<file path="src/hdl/bbc_pkg.sv">
`default_nettype none

package bbc_pkg;

    localparam int NUM_BUFFERS_DEF = 32;
    localparam int REF_BITS_DEF    = 8;

    localparam int CMD_W    = 3;
    localparam int DEV_W    = 32;
    localparam int BLK_W    = 32;
    localparam int SLOT_W   = 5;
    localparam int STATUS_W = 2;

    // input beat layout, lowest field first
    localparam int CMD_LSB   = 0;
    localparam int DEV_LSB   = CMD_LSB + CMD_W;
    localparam int BLK_LSB   = DEV_LSB + DEV_W;
    localparam int SLOT_LSB  = BLK_LSB + BLK_W;
    localparam int S_TDATA_W = ((SLOT_LSB + SLOT_W + 7) / 8) * 8;

    localparam int RES_W     = SLOT_W + 1 + 1 + STATUS_W;
    localparam int M_TDATA_W = ((RES_W + 7) / 8) * 8;

    typedef enum logic [CMD_W-1:0] {
        CMD_GET     = 3'd0,
        CMD_READ    = 3'd1,
        CMD_RELEASE = 3'd2,
        CMD_PIN     = 3'd3,
        CMD_UNPIN   = 3'd4
    } cmd_t;

    typedef enum logic [STATUS_W-1:0] {
        ST_OK        = 2'd0,
        ST_NO_FREE   = 2'd1,
        ST_UNDERFLOW = 2'd2,
        ST_OVERFLOW  = 2'd3
    } status_t;

    // packed so that slot_out sits in the lowest bits
    typedef struct packed {
        status_t             status;
        logic                fill_needed;
        logic                hit;
        logic [SLOT_W-1:0]   slot_out;
    } result_t;

endpackage

`default_nettype wire

</file>
<file path="src/hdl/bbc_ram.sv">
`default_nettype none

module bbc_ram #(
    parameter int DEPTH  = bbc_pkg::NUM_BUFFERS_DEF,
    parameter int DATA_W = 8,
    localparam int AW    = $clog2(DEPTH)
) (
    input  wire logic              aclk,
    input  wire logic              aresetn,
    input  wire logic              wr_en,
    input  wire logic [AW-1:0]     wr_addr,
    input  wire logic [DATA_W-1:0] wr_data,
    input  wire logic              rd_en,
    input  wire logic [AW-1:0]     rd_addr,
    output logic      [DATA_W-1:0] rd_data,
    output logic                   rd_written
);

    logic [DATA_W-1:0] mem [DEPTH];
    logic [DEPTH-1:0]  written_reg;
    logic [DATA_W-1:0] rd_data_reg;
    logic              rd_written_reg;

    always_ff @(posedge aclk) begin
        if (wr_en) begin
            mem[wr_addr] <= wr_data;
        end
        if (rd_en) begin
            rd_data_reg <= mem[rd_addr];
        end
    end

    // one flag per entry marks whether it has been written since reset
    always_ff @(posedge aclk) begin
        if (!aresetn) begin
            written_reg    <= '0;
            rd_written_reg <= 1'b0;
        end else begin
            if (wr_en) begin
                written_reg[wr_addr] <= 1'b1;
            end
            if (rd_en) begin
                rd_written_reg <= written_reg[rd_addr];
            end
        end
    end

    assign rd_data    = rd_data_reg;
    assign rd_written = rd_written_reg;

endmodule

`default_nettype wire

</file>
<file path="src/hdl/block_buffer_cache_mru.sv">
// Get and read: the recency list is walked front to back, one entry per cycle through the
//   list memory and then the entry memory; the walk stops at the first match, or at the
//   end of the list on a miss.
// Pin, unpin and release: the slot's entry is read and then updated; a release that drops
//   the count to zero also rotates the entry to the front of the list.
// One item is in work at a time; the next beat is taken as soon as the result sits in the
//   output register. Reset is synchronous: all entries read as zero and the list as 0..N-1.
`default_nettype none

module block_buffer_cache_mru #(
    parameter int NUM_BUFFERS = bbc_pkg::NUM_BUFFERS_DEF,
    parameter int REF_BITS    = bbc_pkg::REF_BITS_DEF
) (
    input  wire logic                           aclk,
    input  wire logic                           aresetn,
    input  wire logic                           s_tvalid,
    output logic                                s_tready,
    // cmd[2:0], dev[34:3], block_number[66:35], slot[71:67]
    input  wire logic [bbc_pkg::S_TDATA_W-1:0] s_tdata,
    output logic                                m_tvalid,
    input  wire logic                           m_tready,
    // slot_out[4:0], hit[5], fill_needed[6], status[8:7], zeros above
    output logic      [bbc_pkg::M_TDATA_W-1:0] m_tdata
);

    localparam int IDX_W = $clog2(NUM_BUFFERS);
    localparam int POS_W = $clog2(NUM_BUFFERS + 1);
    localparam int DEV_W = bbc_pkg::DEV_W;
    localparam int BLK_W = bbc_pkg::BLK_W;
    localparam int ENT_W = DEV_W + BLK_W + REF_BITS + 1;
    localparam logic [REF_BITS-1:0] REF_MAX  = '1;
    localparam logic [POS_W-1:0]    POS_END  = POS_W'(NUM_BUFFERS);
    localparam logic [POS_W-1:0]    POS_LAST = POS_W'(NUM_BUFFERS - 1);

    typedef enum logic [5:0] {
        S_IDLE   = 6'b000001,
        S_SCAN   = 6'b000010,
        S_LOOK   = 6'b000100,
        S_UPDATE = 6'b001000,
        S_ROTATE = 6'b010000,
        S_FINISH = 6'b100000
    } state_t;

    state_t                             state_reg, state_next;
    logic [bbc_pkg::CMD_W-1:0]          cmd_reg, cmd_next;
    logic [DEV_W-1:0]                   dev_reg, dev_next;
    logic [BLK_W-1:0]                   blk_reg, blk_next;
    logic [bbc_pkg::SLOT_W-1:0]         slot_reg, slot_next;
    logic [POS_W-1:0]                   issue_pos_reg, issue_pos_next;
    logic                               a_vld_reg, a_vld_next;
    logic [IDX_W-1:0]                   a_pos_reg, a_pos_next;
    logic                               b_vld_reg, b_vld_next;
    logic [IDX_W-1:0]                   b_idx_reg, b_idx_next;
    logic [POS_W-1:0]                   cmp_pos_reg, cmp_pos_next;
    logic                               match_reg, match_next;
    logic [IDX_W-1:0]                   match_idx_reg, match_idx_next;
    logic [ENT_W-1:0]                   match_data_reg, match_data_next;
    logic                               free_vld_reg, free_vld_next;
    logic [IDX_W-1:0]                   free_idx_reg, free_idx_next;
    logic [IDX_W-1:0]                   carry_reg, carry_next;
    logic [IDX_W-1:0]                   wpos_reg, wpos_next;
    bbc_pkg::result_t                   res_reg, res_next;
    logic                               m_tvalid_reg, m_tvalid_next;
    logic [bbc_pkg::M_TDATA_W-1:0]      m_tdata_reg, m_tdata_next;

    logic                               order_rd_en, order_wr_en, order_written;
    logic [IDX_W-1:0]                   order_rd_addr, order_wr_addr, order_wr_data;
    logic [IDX_W-1:0]                   order_raw, order_rdata;
    logic                               entry_rd_en, entry_wr_en, entry_written;
    logic [IDX_W-1:0]                   entry_rd_addr, entry_wr_addr;
    logic [ENT_W-1:0]                   entry_wr_data, entry_raw, entry_rdata;

    logic [bbc_pkg::CMD_W-1:0]          in_cmd;
    logic [DEV_W-1:0]                   in_dev;
    logic [BLK_W-1:0]                   in_blk;
    logic [bbc_pkg::SLOT_W-1:0]         in_slot;

    logic [DEV_W-1:0]                   e_dev;
    logic [BLK_W-1:0]                   e_blk;
    logic [REF_BITS-1:0]                e_refs;
    logic [REF_BITS-1:0]                md_refs;
    logic                               md_valid;
    logic                               is_read;
    logic [IDX_W-1:0]                   slot_idx;

    assign in_cmd  = s_tdata[bbc_pkg::CMD_LSB  +: bbc_pkg::CMD_W];
    assign in_dev  = s_tdata[bbc_pkg::DEV_LSB  +: DEV_W];
    assign in_blk  = s_tdata[bbc_pkg::BLK_LSB  +: BLK_W];
    assign in_slot = s_tdata[bbc_pkg::SLOT_LSB +: bbc_pkg::SLOT_W];

    // an unwritten list position holds its own index, an unwritten entry is all zero
    assign order_rdata = order_written ? order_raw : a_pos_reg;
    assign entry_rdata = entry_written ? entry_raw : '0;

    assign e_dev    = entry_rdata[0 +: DEV_W];
    assign e_blk    = entry_rdata[DEV_W +: BLK_W];
    assign e_refs   = entry_rdata[DEV_W + BLK_W +: REF_BITS];
    assign md_refs  = match_data_reg[DEV_W + BLK_W +: REF_BITS];
    assign md_valid = match_data_reg[ENT_W-1];
    assign is_read  = (cmd_reg == bbc_pkg::CMD_READ);
    assign slot_idx = IDX_W'(slot_reg);

    bbc_ram #(
        .DEPTH  (NUM_BUFFERS),
        .DATA_W (IDX_W)
    ) u_order_ram (
        .aclk       (aclk),
        .aresetn    (aresetn),
        .wr_en      (order_wr_en),
        .wr_addr    (order_wr_addr),
        .wr_data    (order_wr_data),
        .rd_en      (order_rd_en),
        .rd_addr    (order_rd_addr),
        .rd_data    (order_raw),
        .rd_written (order_written)
    );

    bbc_ram #(
        .DEPTH  (NUM_BUFFERS),
        .DATA_W (ENT_W)
    ) u_entry_ram (
        .aclk       (aclk),
        .aresetn    (aresetn),
        .wr_en      (entry_wr_en),
        .wr_addr    (entry_wr_addr),
        .wr_data    (entry_wr_data),
        .rd_en      (entry_rd_en),
        .rd_addr    (entry_rd_addr),
        .rd_data    (entry_raw),
        .rd_written (entry_written)
    );

    always_comb begin
        state_next      = state_reg;
        cmd_next        = cmd_reg;
        dev_next        = dev_reg;
        blk_next        = blk_reg;
        slot_next       = slot_reg;
        issue_pos_next  = issue_pos_reg;
        a_vld_next      = a_vld_reg;
        a_pos_next      = a_pos_reg;
        b_vld_next      = b_vld_reg;
        b_idx_next      = b_idx_reg;
        cmp_pos_next    = cmp_pos_reg;
        match_next      = match_reg;
        match_idx_next  = match_idx_reg;
        match_data_next = match_data_reg;
        free_vld_next   = free_vld_reg;
        free_idx_next   = free_idx_reg;
        carry_next      = carry_reg;
        wpos_next       = wpos_reg;
        res_next        = res_reg;
        m_tvalid_next   = m_tvalid_reg;
        m_tdata_next    = m_tdata_reg;

        order_rd_en   = 1'b0;
        order_rd_addr = '0;
        order_wr_en   = 1'b0;
        order_wr_addr = '0;
        order_wr_data = '0;
        entry_rd_en   = 1'b0;
        entry_rd_addr = '0;
        entry_wr_en   = 1'b0;
        entry_wr_addr = '0;
        entry_wr_data = '0;

        if (m_tvalid_reg && m_tready) begin
            m_tvalid_next = 1'b0;
        end

        unique case (state_reg)
            S_IDLE: begin
                if (s_tvalid) begin
                    cmd_next  = in_cmd;
                    dev_next  = in_dev;
                    blk_next  = in_blk;
                    slot_next = in_slot;
                    priority if (in_cmd == bbc_pkg::CMD_GET || in_cmd == bbc_pkg::CMD_READ) begin
                        issue_pos_next = '0;
                        a_vld_next     = 1'b0;
                        b_vld_next     = 1'b0;
                        cmp_pos_next   = '0;
                        match_next     = 1'b0;
                        free_vld_next  = 1'b0;
                        state_next     = S_SCAN;
                    end else if (in_cmd == bbc_pkg::CMD_RELEASE || in_cmd == bbc_pkg::CMD_PIN
                                 || in_cmd == bbc_pkg::CMD_UNPIN) begin
                        entry_rd_en   = 1'b1;
                        entry_rd_addr = IDX_W'(in_slot);
                        state_next    = S_LOOK;
                    end else begin
                        res_next   = '0;
                        state_next = S_FINISH;
                    end
                end
            end

            S_SCAN: begin
                // list read, then entry read, then compare: one position per cycle
                if (issue_pos_reg != POS_END) begin
                    order_rd_en    = 1'b1;
                    order_rd_addr  = issue_pos_reg[IDX_W-1:0];
                    a_pos_next     = issue_pos_reg[IDX_W-1:0];
                    issue_pos_next = issue_pos_reg + POS_W'(1);
                    a_vld_next     = 1'b1;
                end else begin
                    a_vld_next = 1'b0;
                end
                b_vld_next = a_vld_reg;
                if (a_vld_reg) begin
                    entry_rd_en   = 1'b1;
                    entry_rd_addr = order_rdata;
                    b_idx_next    = order_rdata;
                end
                if (b_vld_reg) begin
                    cmp_pos_next = cmp_pos_reg + POS_W'(1);
                    if (e_dev == dev_reg && e_blk == blk_reg) begin
                        match_next      = 1'b1;
                        match_idx_next  = b_idx_reg;
                        match_data_next = entry_rdata;
                        state_next      = S_UPDATE;
                    end else begin
                        if (!free_vld_reg && e_refs == '0) begin
                            free_vld_next = 1'b1;
                            free_idx_next = b_idx_reg;
                        end
                        if (cmp_pos_reg == POS_LAST) begin
                            state_next = S_UPDATE;
                        end
                    end
                end
            end

            S_UPDATE: begin
                priority if (match_reg) begin
                    entry_wr_en   = 1'b1;
                    entry_wr_addr = match_idx_reg;
                    entry_wr_data = {md_valid | is_read,
                                     (md_refs == REF_MAX) ? REF_MAX
                                                          : md_refs + REF_BITS'(1),
                                     blk_reg, dev_reg};
                    res_next.status      = (md_refs == REF_MAX) ? bbc_pkg::ST_OVERFLOW
                                                                : bbc_pkg::ST_OK;
                    res_next.fill_needed = is_read & ~md_valid;
                    res_next.hit         = 1'b1;
                    res_next.slot_out    = bbc_pkg::SLOT_W'(match_idx_reg);
                end else if (free_vld_reg) begin
                    // claim: new tag, count one, invalid unless a read fills it
                    entry_wr_en   = 1'b1;
                    entry_wr_addr = free_idx_reg;
                    entry_wr_data = {is_read, REF_BITS'(1), blk_reg, dev_reg};
                    res_next.status      = bbc_pkg::ST_OK;
                    res_next.fill_needed = is_read;
                    res_next.hit         = 1'b0;
                    res_next.slot_out    = bbc_pkg::SLOT_W'(free_idx_reg);
                end else begin
                    res_next        = '0;
                    res_next.status = bbc_pkg::ST_NO_FREE;
                end
                state_next = S_FINISH;
            end

            S_LOOK: begin
                res_next          = '0;
                res_next.slot_out = slot_reg;
                state_next        = S_FINISH;
                if (int'(slot_reg) < NUM_BUFFERS) begin
                    if (cmd_reg == bbc_pkg::CMD_PIN) begin
                        entry_wr_en   = 1'b1;
                        entry_wr_addr = slot_idx;
                        entry_wr_data = entry_rdata;
                        if (e_refs == REF_MAX) begin
                            res_next.status = bbc_pkg::ST_OVERFLOW;
                        end else begin
                            entry_wr_data[DEV_W + BLK_W +: REF_BITS] = e_refs + REF_BITS'(1);
                        end
                    end else if (e_refs == '0) begin
                        res_next.status = bbc_pkg::ST_UNDERFLOW;
                    end else begin
                        entry_wr_en   = 1'b1;
                        entry_wr_addr = slot_idx;
                        entry_wr_data = entry_rdata;
                        entry_wr_data[DEV_W + BLK_W +: REF_BITS] = e_refs - REF_BITS'(1);
                        if (cmd_reg == bbc_pkg::CMD_RELEASE && e_refs == REF_BITS'(1)) begin
                            issue_pos_next = '0;
                            a_vld_next     = 1'b0;
                            carry_next     = slot_idx;
                            wpos_next      = '0;
                            state_next     = S_ROTATE;
                        end
                    end
                end
            end

            S_ROTATE: begin
                // shift the list down by one from the front until the released entry is met
                if (issue_pos_reg != POS_END) begin
                    order_rd_en    = 1'b1;
                    order_rd_addr  = issue_pos_reg[IDX_W-1:0];
                    a_pos_next     = issue_pos_reg[IDX_W-1:0];
                    issue_pos_next = issue_pos_reg + POS_W'(1);
                    a_vld_next     = 1'b1;
                end else begin
                    a_vld_next = 1'b0;
                end
                if (a_vld_reg) begin
                    order_wr_en   = 1'b1;
                    order_wr_addr = wpos_reg;
                    order_wr_data = carry_reg;
                    carry_next    = order_rdata;
                    wpos_next     = wpos_reg + IDX_W'(1);
                    if (order_rdata == slot_idx) begin
                        state_next = S_FINISH;
                    end
                end
            end

            S_FINISH: begin
                if (!m_tvalid_reg || m_tready) begin
                    m_tvalid_next = 1'b1;
                    m_tdata_next  = bbc_pkg::M_TDATA_W'(res_reg);
                    state_next    = S_IDLE;
                end
            end

            default: begin
                state_next = S_IDLE;
            end
        endcase
    end

    always_ff @(posedge aclk) begin
        if (!aresetn) begin
            state_reg    <= S_IDLE;
            a_vld_reg    <= 1'b0;
            b_vld_reg    <= 1'b0;
            m_tvalid_reg <= 1'b0;
        end else begin
            state_reg    <= state_next;
            a_vld_reg    <= a_vld_next;
            b_vld_reg    <= b_vld_next;
            m_tvalid_reg <= m_tvalid_next;
        end
    end

    always_ff @(posedge aclk) begin
        cmd_reg        <= cmd_next;
        dev_reg        <= dev_next;
        blk_reg        <= blk_next;
        slot_reg       <= slot_next;
        issue_pos_reg  <= issue_pos_next;
        a_pos_reg      <= a_pos_next;
        b_idx_reg      <= b_idx_next;
        cmp_pos_reg    <= cmp_pos_next;
        match_reg      <= match_next;
        match_idx_reg  <= match_idx_next;
        match_data_reg <= match_data_next;
        free_vld_reg   <= free_vld_next;
        free_idx_reg   <= free_idx_next;
        carry_reg      <= carry_next;
        wpos_reg       <= wpos_next;
        res_reg        <= res_next;
        m_tdata_reg    <= m_tdata_next;
    end

    assign s_tready = (state_reg == S_IDLE);
    assign m_tvalid = m_tvalid_reg;
    assign m_tdata  = m_tdata_reg;

endmodule

`default_nettype wire

</file>
<file path="config.mk">
export PLATFORM = sky130hd
export DESIGN_NAME = block_buffer_cache_mru
export DESIGN_NICKNAME = d
export VERILOG_FILES = /design/src/hdl/bbc_pkg.sv /design/src/hdl/bbc_ram.sv /design/src/hdl/block_buffer_cache_mru.sv
export SDC_FILE = /design/constraint.sdc
export NUM_CORES = 2
export LEC_CHECK = 0
export BUFFER_PORTS_ARGS = -buffer_cell sky130_fd_sc_hd__clkbuf_2
export CAP_MARGIN = 20
export CORE_MARGIN = 3
export CORE_UTILIZATION = 40
export DETAILED_ROUTE_END_ITERATION = 8
export GPL_TIMING_DRIVEN = 0
export PLACE_DENSITY = 0.55
export SLEW_MARGIN = 20
export SYNTH_ARGS = -nofsm -noshare
export SYNTH_HDL_FRONTEND = slang
export SYNTH_SLANG_ARGS = --single-unit
</file>
<file path="constraint.sdc">
create_clock -name aclk -period 6.6 [get_ports aclk]
set_clock_uncertainty 0.1 [all_clocks]
set_input_delay 0.66 -clock aclk [delete_from_list [all_inputs] [get_ports aclk]]
set_output_delay 0.66 -clock aclk [all_outputs]
set_load 0.005 [all_outputs]
</file>
==> run_results.csv <==
group,metric,value,unit
power,combPwrFrac,0.035,
placement,dp_hpwl,233000,µm
power,switchingPower,0.00803,W
global_route,antenna_found_initial,17,
floorplanning,rows,191,
drt,drt_wl_total,340000,µm
setup_path,crit_arrival,6970,ps
drt,drt-initial-drc-count,8321,
power,total_power,0.0371,W
yosys,synth-simple-area-share,0.0397,
yosys,synthTopCellsByCount,"edfxtp_1, mux4_2, mux2i_1, a22oi_1, nand2_1",
placement,port_buffers,85,
setup_path,path_class,"reg -> reg",
global_route,grt_max_degree,49,
cts,cts_tree,"built",
final_layout,nets,6473,
yosys,synthArstFlopShare,0,
outcome,status,"completed",
drt,viasPerCell,6.12,
drt,post_drt_wl_per_cell,33.3,µm
sta,tightest_slew,1240,ps
min_path,hp-class,"in -> reg",
yosys,synth_edf_count,2717,
setup_path,endpoint_kind,"flop",
floorplanning,die_h,529,µm
final_layout,final_cell_area,129000,µm²
placement,place_congestion,0.893,
floorplanning,start_util,0.403,
cts,clockBufferDepth,4,
placement,placed_area,118000,µm²
final_layout,regArea,83100,µm²
drt,remaining_drc_errors,0,
power,powerDensity,288,nW/µm²
sta,fmax,153,MHz
power,vdd_drop_max,0.221,mV
final_layout,drive_gt1_frac,0.215,
cts,clock-sinks,2792,
drt,ant_nets,0,
yosys,synth_seq_cells,2792,
setup_path,start_kind,"flop",
drt,firstDrtPassIters,7,
floorplanning,io_pins,94,
setup_path,required,7050,ps
global_route,grt_pass1_wl,473000,µm
global_route,overflow,0,
yosys,ys.flop_type,"edfxtp_1",
floorplanning,chipWidth,529,µm
cts,clkSlewWorstSetupHoldPaths,60,ps
sta,period_share,0.988,
yosys,netlist_area,109000,µm²
sta,slew_headroom,0.173,
yosys,synth_area_leaders,"edfxtp_1, mux4_2, mux2i_1, a22oi_1, dfxtp_1",
yosys,yosys.area.top_type,"edfxtp_1",
final_layout,area_delta_synth_final,17.6,%
final_layout,multi_input_area,25100,µm²
final_layout,largest_reg_flops,2336,
yosys,synth_xor_area_frac,0.00416,
yosys,ys_seq_area_frac,0.759,
yosys,synth_cells,5748,
global_route,gr-usage-all-layers,0.239,
power,seq_power_share,0.526,
drt,via_count,62400,
final_layout,fill_cells,22600,
yosys,yosysMostFrequentCell,"edfxtp_1",
yosys,synth_top_area_frac,0.746,
sta,rsz0062_at_grt,"no",
sta,drv_slew,0,
yosys,synth_top_family_by_area,"multiplexers",
power,swShare,0.217,
cts,numCtsBuffers,305,
cts,root_buffer,"clkbuf_16",
floorplanning,die_area,280000,µm²
power,leakage,36.3,nW
yosys,synthMuxAreaShare,0.120,
yosys,synthAdderAreaFrac,0.00103,
cts,clkLatencyLatePin,900,ps
yosys,synth.avg_cell_area,19.0,µm²
sta,setup_viol,0,
power,internal_power,0.0291,W
global_route,grt_pass1_vias,60800,
yosys,ys_warn_count,0,
power,clkPwrFrac,0.440,
cts,cts_max_level,5,
sta,min_period,6520,ps
floorplanning,core_area,271000,µm²
flow_run,drv_cap,0,
setup_path,critPathMaxFanout,32,
yosys,synth-compound-area-share,0.0598,
yosys,synth.distinct_cells,78,
sta,finalHoldViolCount,0,
-- worst max-delay path, cell delays in order, from the launching register on --
cell and delay, ps:
dfxtp_1 880, clkbuf_1 760, clkbuf_1 530, nand2_1 280, ha_1 300, nand4_1 290
nand2_1 710, nor2_2 710, clkdlybuf4s15_1 860, a22o_2 730
-- power groups by stage --
stage	sequential [W]	combinational [W]	clock (W)
CTS	0.0195	0.00128	0.0166
detailed placement	0.0198	0.00124	0
finish	0.0195	0.00129	0.0163
floorplan	0.0197	0.000709	0
global placement	0.0199	0.00120	0
global route	0.0195	0.00135	0.0172
-- logic make-up (layout without fill, tap and decap cells) --
logic type | count (synthesis) | after routing
flops | 2792 | 2792
compound gates | 878 | 878
simple gates | 856 | 856
mux | 745 | 745
buf+inv | 415 | 1280
xor+xnor | 52 | 52
fa+ha+maj | 9 | 9
other cells | 1 | 21
-- cell type report --
type                       count  share of cell area
sequential                  2792               0.646
multi-input combinational   2547               0.195
clock buffer                 379              0.0622
timing repair buffer         328              0.0374
tap                         3570              0.0347
buffer                       343              0.0121
clock inverter               159              0.0105
inverter                      71             0.00209
antenna                       14            0.000272
-- cells in the final DEF (no fill, tap or decap), types with 71 or more instances in the layout --
cell type and n:
clkbuf_2 103, nand2_1 206, clkbuf_1 215, dlygate4sd3_1 72, mux2i_1 280, a22oi_1 221, clkbuf_16 307, nand3_1 167
a31oi_1 108, nor2_1 147, dfxtp_1 75, mux4_2 448, clkinv_1 71, and3_1 72, buf_2 139, buf_12 108
edfxtp_1 2717
-- routing by layer --
metal	global-route usage	vias to the layer above	part of all wire
li1	-	25200	-
met3	0.0535	653	0.094
met4	0.0832	10	0.036
met5	0	-	0.00018
met2	0.369	3295	0.46
met1	0.335	33200	0.41
-- path summary, 6_finish.rpt --
check / slack, ps / end / startpoint / cells past startpoint
setup / recovery: 80 / u_entry_ram.mem[29][31] / u_entry_ram.rd_written / 9
hold / removal: 140 / m_tvalid / m_tready / 3
setup reg to reg: 80 / u_entry_ram.mem[29][31] / u_entry_ram.rd_written / 9
hold reg to reg: 310 / m_tdata[4] / res_reg[4] / 0
-- timing repair --
item                                   in CTS  in global routing
setup endpoints to repair                1646               1213
setup buffers                               0                  2
endpoints found under the hold margin      72                  0
hold buffers                               72                  0
gates resized for setup                    37                  5
pin swaps                                   0                  1
-- metrics by stage --
stage | setup WS (ps) | instances | setup TNS (ps) | hold slack, ps | utilization
after detailed placement | -600 | 9577 | -534850 | 305 | 0.436
after floorplan | 590 | 5754 | 0 | 300 | -
after global routing | 18.3 | 10200 | 0 | 125 | 0.474
after global placement | -6540 | 9409 | - | 309 | 0.421
final | 77.8 | 10200 | 0 | 139 | 0.474
after CTS | 15.9 | 10200 | 0 | 62.5 | 0.474
No activity file was read; power rests on OpenSTA's default activity.
